### src/rtl/bpts_pkg.sv
// ----------------------------------------------------------------------------
// bpts_pkg
// Sizes, codes and shared types of the bitmap priority task scheduler.
// ----------------------------------------------------------------------------
package bpts_pkg;

    localparam int NUM_LEVELS = 32;
    localparam int NUM_TASKS  = 64;
    localparam int LVL_W      = $clog2(NUM_LEVELS);
    localparam int SLOT_W     = $clog2(NUM_TASKS);

    // Field widths of the channels
    localparam int OP_W   = 3;
    localparam int TASK_W = 6;
    localparam int PRIO_W = 6;
    localparam int CFG_W  = 5;

    localparam logic [CFG_W-1:0] DEFAULT_PRIO_RST = 5'd16;

    // Event codes
    localparam logic [OP_W-1:0] OP_CREATE  = 3'd0;
    localparam logic [OP_W-1:0] OP_TICK    = 3'd1;
    localparam logic [OP_W-1:0] OP_BLOCK   = 3'd2;
    localparam logic [OP_W-1:0] OP_UNBLOCK = 3'd3;
    localparam logic [OP_W-1:0] OP_EXIT    = 3'd4;

    typedef enum logic [1:0] {
        ST_FREE    = 2'd0,
        ST_READY   = 2'd1,
        ST_RUNNING = 2'd2,
        ST_BLOCKED = 2'd3
    } t_slot_state;

    typedef enum logic [3:0] {
        S_IDLE,
        S_RD_SLOT,
        S_CHECK,
        S_EQ_RD,
        S_EQ_WR,
        S_DQ_SEL,
        S_DQ_HEAD,
        S_DQ_LINK,
        S_DONE
    } t_seq_state;

    typedef struct packed {
        logic [OP_W-1:0]   op;
        logic [TASK_W-1:0] task_slot;
        logic [PRIO_W-1:0] prio;
    } t_in_item;

    typedef struct packed {
        logic [TASK_W-1:0] running_task;
        logic              running_idle;
        logic              switched;
        logic              status;
    } t_result;

    // Slot memory port: one read, one write with per-field enables
    typedef struct packed {
        logic              re;
        logic [SLOT_W-1:0] raddr;
        logic              we_next;
        logic              we_prio;
        logic              we_state;
        logic [SLOT_W-1:0] waddr;
        logic [SLOT_W-1:0] wnext;
        logic [LVL_W-1:0]  wprio;
        t_slot_state       wstate;
    } t_slot_req;

    typedef struct packed {
        logic [SLOT_W-1:0] next;
        logic [LVL_W-1:0]  prio;
        t_slot_state       state;
    } t_slot_rsp;

    // Queue memory port: head and tail per level
    typedef struct packed {
        logic              re;
        logic [LVL_W-1:0]  raddr;
        logic              we;
        logic [LVL_W-1:0]  waddr;
        logic [SLOT_W-1:0] whead;
        logic [SLOT_W-1:0] wtail;
    } t_q_req;

    typedef struct packed {
        logic [SLOT_W-1:0] head;
        logic [SLOT_W-1:0] tail;
    } t_q_rsp;

endpackage

### src/rtl/bpts_slot_ram.sv
// ----------------------------------------------------------------------------
// bpts_slot_ram
// Per-slot link, priority and state memory with registered read data.
// ----------------------------------------------------------------------------
module bpts_slot_ram import bpts_pkg::*; (
    input  logic      i_clk,
    input  logic      i_rst_n,
    input  t_slot_req i_req,
    output t_slot_rsp o_rsp
);

    logic [SLOT_W-1:0]    r_next_mem  [NUM_TASKS];
    logic [LVL_W-1:0]     r_prio_mem  [NUM_TASKS];
    t_slot_state          r_state_mem [NUM_TASKS];
    logic [NUM_TASKS-1:0] r_state_vld;
    t_slot_rsp            r_rd;

    // Array writes and registered read (read-first)
    always_ff @(posedge i_clk) begin
        if (i_req.we_next) begin
            r_next_mem[i_req.waddr] <= i_req.wnext;
        end
        if (i_req.we_prio) begin
            r_prio_mem[i_req.waddr] <= i_req.wprio;
        end
        if (i_req.we_state) begin
            r_state_mem[i_req.waddr] <= i_req.wstate;
        end
        if (i_req.re) begin
            r_rd.next  <= r_next_mem[i_req.raddr];
            r_rd.prio  <= r_prio_mem[i_req.raddr];
            r_rd.state <= r_state_vld[i_req.raddr] ? r_state_mem[i_req.raddr] : ST_FREE;
        end
    end

    // State valid bits: an unwritten slot reads as free
    always_ff @(posedge i_clk) begin
        if (!i_rst_n) begin
            r_state_vld <= '0;
        end else if (i_req.we_state) begin
            r_state_vld[i_req.waddr] <= 1'b1;
        end
    end

    assign o_rsp = r_rd;

endmodule

### src/rtl/bpts_queue_ram.sv
// ----------------------------------------------------------------------------
// bpts_queue_ram
// Head and tail slot of each priority level's run queue.
// ----------------------------------------------------------------------------
module bpts_queue_ram import bpts_pkg::*; (
    input  logic   i_clk,
    input  t_q_req i_req,
    output t_q_rsp o_rsp
);

    logic [SLOT_W-1:0] r_head_mem [NUM_LEVELS];
    logic [SLOT_W-1:0] r_tail_mem [NUM_LEVELS];
    t_q_rsp            r_rd;

    // Word write and registered read (read-first)
    always_ff @(posedge i_clk) begin
        if (i_req.we) begin
            r_head_mem[i_req.waddr] <= i_req.whead;
            r_tail_mem[i_req.waddr] <= i_req.wtail;
        end
        if (i_req.re) begin
            r_rd.head <= r_head_mem[i_req.raddr];
            r_rd.tail <= r_tail_mem[i_req.raddr];
        end
    end

    assign o_rsp = r_rd;

endmodule

### src/rtl/bpts_ctrl.sv
// ----------------------------------------------------------------------------
// bpts_ctrl
// Event sequencer: checks, enqueue and dequeue passes over the two memories,
// level bitmap, current task and default priority register.
// ----------------------------------------------------------------------------
module bpts_ctrl import bpts_pkg::*; (
    input  logic             i_clk,
    input  logic             i_rst_n,
    input  logic             i_cfg_we,
    input  logic [CFG_W-1:0] i_cfg_data,
    input  logic             i_valid,
    output logic             o_ready,
    input  t_in_item         i_item,
    input  logic             i_out_free,
    output logic             o_done,
    output t_result          o_result,
    output t_slot_req        o_slot_req,
    input  t_slot_rsp        i_slot_rsp,
    output t_q_req           o_q_req,
    input  t_q_rsp           i_q_rsp
);

    t_seq_state            r_state, n_state;
    t_in_item              r_item, n_item;
    logic [SLOT_W-1:0]     r_cur_slot, n_cur_slot;
    logic                  r_cur_idle, n_cur_idle;
    logic [SLOT_W-1:0]     r_was_slot, n_was_slot;
    logic                  r_was_idle, n_was_idle;
    logic [NUM_LEVELS-1:0] r_bitmap, n_bitmap;
    logic [CFG_W-1:0]      r_dflt;
    logic                  r_status, n_status;
    logic [SLOT_W-1:0]     r_eslot, n_eslot;
    logic [LVL_W-1:0]      r_elvl, n_elvl;
    logic [LVL_W-1:0]      r_dlvl, n_dlvl;
    logic [SLOT_W-1:0]     r_head, n_head;
    logic [SLOT_W-1:0]     r_qtail, n_qtail;

    logic                  slot_in_range;
    logic                  create_ok;
    logic                  unblock_ok;
    logic                  cur_running;
    logic                  exit_ok;
    logic [SLOT_W-1:0]     item_slot;

    // Level for a requested priority; out-of-range falls back to the default
    function automatic logic [LVL_W-1:0] level_for(input logic [PRIO_W-1:0] p,
                                                    input logic [CFG_W-1:0]  d);
        logic [LVL_W-1:0] lv;
        if (int'(p) < NUM_LEVELS) begin
            lv = LVL_W'(p);
        end else if (int'(d) < NUM_LEVELS) begin
            lv = LVL_W'(d);
        end else begin
            lv = LVL_W'(NUM_LEVELS - 1);
        end
        return lv;
    endfunction

    // Lowest set bit of the bitmap (highest non-empty priority)
    function automatic logic [LVL_W-1:0] lowest_level(input logic [NUM_LEVELS-1:0] bm);
        logic [LVL_W-1:0] idx;
        idx = '0;
        for (int i = NUM_LEVELS - 1; i >= 0; i--) begin
            if (bm[i]) begin
                idx = LVL_W'(i);
            end
        end
        return idx;
    endfunction

    // Checks on the slot word read in the previous cycle
    assign item_slot     = SLOT_W'(r_item.task_slot);
    assign slot_in_range = int'(r_item.task_slot) < NUM_TASKS;
    assign create_ok     = slot_in_range && (i_slot_rsp.state == ST_FREE);
    assign unblock_ok    = slot_in_range && (i_slot_rsp.state == ST_BLOCKED);
    assign cur_running   = !r_cur_idle && (i_slot_rsp.state == ST_RUNNING);
    assign exit_ok       = !r_cur_idle && ((i_slot_rsp.state == ST_RUNNING) ||
                                           (i_slot_rsp.state == ST_BLOCKED));

    // Next state
    always_comb begin
        n_state = r_state;
        unique case (r_state)
            S_IDLE: begin
                if (i_valid) begin
                    n_state = S_RD_SLOT;
                end
            end
            S_RD_SLOT: begin
                n_state = S_CHECK;
            end
            S_CHECK: begin
                unique case (r_item.op)
                    OP_CREATE:  n_state = create_ok ? S_EQ_RD : S_DONE;
                    OP_UNBLOCK: n_state = unblock_ok ? S_EQ_RD : S_DONE;
                    OP_TICK:    n_state = cur_running ? S_EQ_RD : S_DQ_SEL;
                    default:    n_state = S_DONE;
                endcase
            end
            S_EQ_RD: begin
                n_state = S_EQ_WR;
            end
            S_EQ_WR: begin
                n_state = (r_item.op == OP_TICK) ? S_DQ_SEL : S_DONE;
            end
            S_DQ_SEL: begin
                n_state = (r_bitmap == '0) ? S_DONE : S_DQ_HEAD;
            end
            S_DQ_HEAD: begin
                n_state = (i_q_rsp.head == i_q_rsp.tail) ? S_DONE : S_DQ_LINK;
            end
            S_DQ_LINK: begin
                n_state = S_DONE;
            end
            S_DONE: begin
                if (i_out_free) begin
                    n_state = S_IDLE;
                end
            end
            default: begin
                n_state = S_IDLE;
            end
        endcase
    end

    // Outputs: memory requests and datapath updates
    always_comb begin
        n_item     = r_item;
        n_cur_slot = r_cur_slot;
        n_cur_idle = r_cur_idle;
        n_was_slot = r_was_slot;
        n_was_idle = r_was_idle;
        n_bitmap   = r_bitmap;
        n_status   = r_status;
        n_eslot    = r_eslot;
        n_elvl     = r_elvl;
        n_dlvl     = r_dlvl;
        n_head     = r_head;
        n_qtail    = r_qtail;
        o_slot_req = '0;
        o_q_req    = '0;
        o_done     = 1'b0;

        unique case (r_state)
            S_IDLE: begin
                if (i_valid) begin
                    n_item     = i_item;
                    n_was_slot = r_cur_slot;
                    n_was_idle = r_cur_idle;
                    n_status   = 1'b0;
                end
            end
            S_RD_SLOT: begin
                o_slot_req.re    = 1'b1;
                o_slot_req.raddr = ((r_item.op == OP_CREATE) || (r_item.op == OP_UNBLOCK)) ?
                                   item_slot : r_cur_slot;
            end
            S_CHECK: begin
                unique case (r_item.op)
                    OP_CREATE: begin
                        n_eslot  = item_slot;
                        n_elvl   = level_for(r_item.prio, r_dflt);
                        n_status = !create_ok;
                    end
                    OP_UNBLOCK: begin
                        n_eslot  = item_slot;
                        n_elvl   = i_slot_rsp.prio;
                        n_status = !unblock_ok;
                    end
                    OP_TICK: begin
                        // requeue a running current task at its own level
                        n_eslot = r_cur_slot;
                        n_elvl  = i_slot_rsp.prio;
                    end
                    OP_BLOCK: begin
                        n_status            = !cur_running;
                        o_slot_req.we_state = cur_running;
                        o_slot_req.waddr    = r_cur_slot;
                        o_slot_req.wstate   = ST_BLOCKED;
                    end
                    OP_EXIT: begin
                        n_status            = !exit_ok;
                        o_slot_req.we_state = exit_ok;
                        o_slot_req.waddr    = r_cur_slot;
                        o_slot_req.wstate   = ST_FREE;
                    end
                    default: begin
                        n_status = 1'b1;
                    end
                endcase
            end
            S_EQ_RD: begin
                o_q_req.re          = 1'b1;
                o_q_req.raddr       = r_elvl;
                o_slot_req.we_state = 1'b1;
                o_slot_req.we_prio  = (r_item.op == OP_CREATE);
                o_slot_req.waddr    = r_eslot;
                o_slot_req.wstate   = ST_READY;
                o_slot_req.wprio    = r_elvl;
            end
            S_EQ_WR: begin
                o_q_req.we    = 1'b1;
                o_q_req.waddr = r_elvl;
                o_q_req.wtail = r_eslot;
                if (!r_bitmap[r_elvl]) begin
                    // empty level: slot becomes head and tail
                    o_q_req.whead    = r_eslot;
                    n_bitmap[r_elvl] = 1'b1;
                end else begin
                    // link behind the old tail
                    o_q_req.whead      = i_q_rsp.head;
                    o_slot_req.we_next = 1'b1;
                    o_slot_req.waddr   = i_q_rsp.tail;
                    o_slot_req.wnext   = r_eslot;
                end
            end
            S_DQ_SEL: begin
                if (r_bitmap == '0) begin
                    n_cur_idle = 1'b1;
                end else begin
                    n_dlvl        = lowest_level(r_bitmap);
                    o_q_req.re    = 1'b1;
                    o_q_req.raddr = lowest_level(r_bitmap);
                end
            end
            S_DQ_HEAD: begin
                n_head  = i_q_rsp.head;
                n_qtail = i_q_rsp.tail;
                if (i_q_rsp.head == i_q_rsp.tail) begin
                    // last entry of the level: level goes empty
                    n_bitmap[r_dlvl]    = 1'b0;
                    o_slot_req.we_state = 1'b1;
                    o_slot_req.waddr    = i_q_rsp.head;
                    o_slot_req.wstate   = ST_RUNNING;
                    n_cur_slot          = i_q_rsp.head;
                    n_cur_idle          = 1'b0;
                end else begin
                    o_slot_req.re    = 1'b1;
                    o_slot_req.raddr = i_q_rsp.head;
                end
            end
            S_DQ_LINK: begin
                o_q_req.we          = 1'b1;
                o_q_req.waddr       = r_dlvl;
                o_q_req.whead       = i_slot_rsp.next;
                o_q_req.wtail       = r_qtail;
                o_slot_req.we_state = 1'b1;
                o_slot_req.waddr    = r_head;
                o_slot_req.wstate   = ST_RUNNING;
                n_cur_slot          = r_head;
                n_cur_idle          = 1'b0;
            end
            S_DONE: begin
                o_done = 1'b1;
            end
            default: begin
                o_done = 1'b0;
            end
        endcase
    end

    // Result of the finished event
    always_comb begin
        o_result.running_task = r_cur_idle ? '0 : TASK_W'(r_cur_slot);
        o_result.running_idle = r_cur_idle;
        o_result.switched     = (r_item.op == OP_TICK) &&
                                ((r_was_idle != r_cur_idle) ||
                                 (!r_cur_idle && (r_was_slot != r_cur_slot)));
        o_result.status       = r_status;
    end

    assign o_ready = (r_state == S_IDLE);

    // Control registers
    always_ff @(posedge i_clk) begin
        if (!i_rst_n) begin
            r_state    <= S_IDLE;
            r_cur_slot <= '0;
            r_cur_idle <= 1'b1;
            r_bitmap   <= '0;
            r_dflt     <= DEFAULT_PRIO_RST;
        end else begin
            r_state    <= n_state;
            r_cur_slot <= n_cur_slot;
            r_cur_idle <= n_cur_idle;
            r_bitmap   <= n_bitmap;
            if (i_cfg_we) begin
                r_dflt <= i_cfg_data;
            end
        end
    end

    // Working registers
    always_ff @(posedge i_clk) begin
        r_item     <= n_item;
        r_was_slot <= n_was_slot;
        r_was_idle <= n_was_idle;
        r_status   <= n_status;
        r_eslot    <= n_eslot;
        r_elvl     <= n_elvl;
        r_dlvl     <= n_dlvl;
        r_head     <= n_head;
        r_qtail    <= n_qtail;
    end

endmodule

### src/rtl/bitmap_priority_task_scheduler.sv
// Flow: every event reads its slot word and checks it; create, unblock and a
// tick of a running task then do an enqueue pass, and a tick a dequeue pass.
// One event in flight, set by the read-then-write passes over the slot and
// queue memories: the next item is taken once the result is registered.
// Reset (synchronous, active low): idle runs, all queues empty, every slot
// free, default priority 16; no clearing pass, the block is ready at once.
// ----------------------------------------------------------------------------
// bitmap_priority_task_scheduler
// Run-queue scheduler with one linked FIFO per priority and a level bitmap.
// ----------------------------------------------------------------------------
module bitmap_priority_task_scheduler import bpts_pkg::*; (
    input  logic             i_clk,
    input  logic             i_rst_n,
    input  logic             i_cfg_we,
    input  logic [CFG_W-1:0] i_cfg_data,
    input  logic             i_valid,
    output logic             o_ready,
    input  t_in_item         i_item,
    output logic             o_valid,
    input  logic             i_ready,
    output t_result          o_result
);

    t_slot_req slot_req;
    t_slot_rsp slot_rsp;
    t_q_req    q_req;
    t_q_rsp    q_rsp;
    logic      out_free;
    logic      done;
    t_result   result;
    logic      r_out_valid;
    t_result   r_out;

    bpts_ctrl u_ctrl (
        .i_clk      (i_clk),
        .i_rst_n    (i_rst_n),
        .i_cfg_we   (i_cfg_we),
        .i_cfg_data (i_cfg_data),
        .i_valid    (i_valid),
        .o_ready    (o_ready),
        .i_item     (i_item),
        .i_out_free (out_free),
        .o_done     (done),
        .o_result   (result),
        .o_slot_req (slot_req),
        .i_slot_rsp (slot_rsp),
        .o_q_req    (q_req),
        .i_q_rsp    (q_rsp)
    );

    bpts_slot_ram u_slot_ram (
        .i_clk   (i_clk),
        .i_rst_n (i_rst_n),
        .i_req   (slot_req),
        .o_rsp   (slot_rsp)
    );

    bpts_queue_ram u_queue_ram (
        .i_clk (i_clk),
        .i_req (q_req),
        .o_rsp (q_rsp)
    );

    // Output register: result waits here while the next item is taken
    assign out_free = !r_out_valid || i_ready;

    always_ff @(posedge i_clk) begin
        if (!i_rst_n) begin
            r_out_valid <= 1'b0;
        end else if (out_free) begin
            r_out_valid <= done;
        end
    end

    always_ff @(posedge i_clk) begin
        if (done && out_free) begin
            r_out <= result;
        end
    end

    assign o_valid  = r_out_valid;
    assign o_result = r_out;

endmodule

### config.mk
export PLATFORM = sky130hd
export DESIGN_NAME = bitmap_priority_task_scheduler
export DESIGN_NICKNAME = d
export VERILOG_FILES = /design/src/rtl/bpts_pkg.sv /design/src/rtl/bpts_slot_ram.sv /design/src/rtl/bpts_queue_ram.sv /design/src/rtl/bpts_ctrl.sv /design/src/rtl/bitmap_priority_task_scheduler.sv
export SDC_FILE = /design/constraint.sdc
export NUM_CORES = 2
export LEC_CHECK = 0
export BUFFER_PORTS_ARGS = -buffer_cell sky130_fd_sc_hd__buf_2
export CAP_MARGIN = 20
export CORE_MARGIN = 4
export CORE_UTILIZATION = 35
export DETAILED_ROUTE_END_ITERATION = 6
export PLACE_DENSITY = 0.47
export SLEW_MARGIN = 20
export SYNTH_ARGS = -nofsm -noshare
export SYNTH_HDL_FRONTEND = slang
export SYNTH_HIERARCHICAL = 1
export SYNTH_SLANG_ARGS = --single-unit
export TNS_END_PERCENT = 20
### constraint.sdc
create_clock -name i_clk -period 5.4 [get_ports i_clk]
set_clock_uncertainty 0.2 [all_clocks]
set_input_delay 1.08 -clock i_clk [delete_from_list [all_inputs] [get_ports i_clk]]
set_output_delay 1.08 -clock i_clk [all_outputs]
set_load 0.02 [all_outputs]
==> metrics.txt <==
port bufs 35; Post-synth top flop edfxtp_1; Mapped Nets about 3200; sequential element share of the synthesized area 0.730; vias in the first global route 30600; Critical Path Start u_ctrl/r_elvl[0]$_DFFE_PP_; GPL Wtd Cong 0.836; status complete, no violations; Ys Warns 6; worst min path class reg -> reg; met2 WL post-DR 72.3 mm; DRT Wirelength 147 mm; CP endpoint kind flop; highest clock rate ~210 MHz; Worst-Skew Late Latency 770 ps; Setup violations, final 0; Die Width ~410 um; ys async rst share 0; Post-CTS Setup Inserts 0; routed vias just under 30000; reg2reg setup slack 630 ps; Worst-Margin Slew 1100 ps; nets 3315; RSZ-0062 raised after global routing no; Arr. time, crit path 4970 ps; number of max-cap violations 0; DR vias/cell 5.33; Synth Cell Area about 57000 sq um; peak supply drop 327 uV; Crit Path Class reg -> reg; largest net degree at the start of global routing 72; Clock Tree Buf Depth 3; DRT met1 WL ~63 mm; Detailed Route Iter0 Violations 2586; Post-synth EDFFs 1301; core region area roughly 160000 sq um; P_leak 0.0195 uW; area grow syn2layout 14.1%; post-detail-place hpwl 93.7 mm; Comb pwr share 0.024; mean post-synth cell area 17.9 sq um; dominant cell type by area after synthesis edfxtp_1; Gates resized, CTS repair 0; hold path endpoint o_result[0]$_DFFE_PP_; most common cell after layout, fill and taps aside edfxtp_1; DRC 0; Slew headroom 0.262; global route total overflow 0; die area about 170000 sq um; hold wc startpoint u_ctrl/r_status$_SDFFCE_PN0P_; CTS tree yes; I/O pin total 36; P per Cell Area roughly 350 nW/um^2; drt wl/cell 26.4 um; DR top layer met4; first-pass GRT wire length 214 mm; reg2reg start u_ctrl/r_elvl[0]$_DFFE_PP_; Seq pwr share 0.529; Initial Util 0.352; number of cells after detailed placement 5297; sw power 4630 uW; Hold Buf Count CTS 0; global-route usage over all layers 0.173; die height between 400 and 500 um; initial antenna violation count 1; Cell variety after synth 72; metal3 WL 7.88 mm; total CTS buffers 150; hold depth 0; crit path max fanout 19; post-route minimum period 4770 ps; setup TNS 0 ps; H-tree levels 4; Post-Layout Cell Count 5573; CP startpoint kind flop; period utilization 0.883; CP required ~5600 ps; switching part of the total 0.206; clock root cell clkbuf_16; row count between 100 and 150; ranking of synthesized cells by area edfxtp_1 (69%), mux4_2 (11%), mux2i_1 (4.2%); post-synth top area share 0.690; commonest cells after routing, fill and taps aside edfxtp_1 (1301), nor2_1 (274), mux4_2 (265); Yosys reg bits about 1400; Synth Instances 3159; Sink Count 1414; final-report hold violation count 0; FF-to-FF path depth 8; clk slew on worst S/H paths roughly 60 ps; clock share of power 0.448; share of cells above drive strength 1 0.205; internal power roughly 18000 uW; Final Slew Violations 0; Antenna Nets Post-Route 0; DR pass1 iterations 6; capturing point of the worst reg2reg path u_slot_ram/r_prio_mem[24][2]$_DFFE_PP_
cells in the mapped netlist, types with 10 or more instances:
cell and number:
edfxtp_1 1301, inv_1 12, o22ai_1 11, clkbuf_1 83, a31oi_1 17, buf_1 24
a21oi_1 55, buf_2 37, nand2b_1 12, a22oi_1 80, nor2b_1 22, a22o_1 41
o211ai_1 30, o21ai_0 15, nand3b_1 23, mux4_2 265, dfxtp_1 113, o21a_1 64
nand2_1 125, and2_1 17, mux2i_1 237, nand4_1 14, nor4_1 16, o21ai_1 39
and3_1 10, nand3_1 41, buf_6 10, nor3_1 29, buf_4 25, nor2_1 278
logic make-up after synthesis:
family,count (synthesis),share of synthesized area
buf+inv,203,0.0199
mux,506,0.148
compound gates,398,0.0491
simple gates,626,0.0515
flops,1414,0.730
xor+xnor,12,0.00186
metrics by stage:
stage | worst slack [ps] | util | total power [uW] | hold WS [ps] | instance area (sq um)
after floorplan | 955 | - | 12500 | 235 | 56700
after global placement | 671 | 0.372 | 12700 | 241 | 59800
after detailed placement | 700 | 0.372 | 12700 | 250 | 59800
after CTS | 658 | 0.402 | 22800 | 218 | 64600
after global routing | 359 | 0.402 | 23300 | 238 | 64700
final | 632 | 0.402 | 22500 | 263 | 64700
worst max path at each step:
stage,end,slack [ps]
finish,u_slot_ram/r_prio_mem[24][2]$_DFFE_PP_,630
global route,u_slot_ram/r_prio_mem[24][2]$_DFFE_PP_,360
CTS,u_slot_ram/r_prio_mem[24][2]$_DFFE_PP_,660
detailed placement,u_slot_ram/r_prio_mem[24][2]$_DFFE_PP_,700
global placement,u_slot_ram/o_rsp[4]$_DFFE_PP_,670
floorplan,u_slot_ram/r_state_mem[0][0]$_DFFE_PP_,950
power by group through the flow:
stage | combinational, uW | clock, uW | sequential [uW]
floorplan | 357 | 0 | 12100
global placement | 536 | 0 | 12100
detailed placement | 542 | 0 | 12100
CTS | 543 | 10400 | 11900
global route | 573 | 10900 | 11900
finish | 534 | 10100 | 11900
layout make-up:
type,instances,area [sq um]
diodes,2,5.00
clock buffers,193,4010
clock inverters,80,811
fillers,14400,96100
inverters,14,52.6
multi-input cells,1542,14400
flip-flops and latches,1414,41300
well taps,2160,2700
repair buffers,168,1380
worst max-delay path, stage by stage, from the launching register on:
cell and delay (ps):
edfxtp_1 950, mux4_2 610, a32oi_1 230, o21ai_2 100, and2_1 320, a21o_1 400
nor3_1 430, nand2_1 550, nor2_1 580
state kept, by name (all words and copies together), names as in the netlist, 12 cells and up:
name / flops
u_slot_ram/o_rsp: 13
u_queue_ram/o_rsp: 12
u_slot_ram/r_state_vld: 64
u_queue_ram/r_tail_mem: 192
u_slot_ram/r_next_mem: 384
u_queue_ram/r_head_mem: 192
u_slot_ram/r_prio_mem: 320
u_ctrl/r_bitmap: 32
u_slot_ram/r_state_mem: 128
per-layer routing:
metal | up-vias | GRT usage
met5 | - | 0
met4 | 0 | 0.0500
met3 | 216 | 0.0337
met2 | 893 | 0.287
met1 | 15600 | 0.233
li1 | 13000 | -
Note: power is estimated with default switching activity, not from simulation.
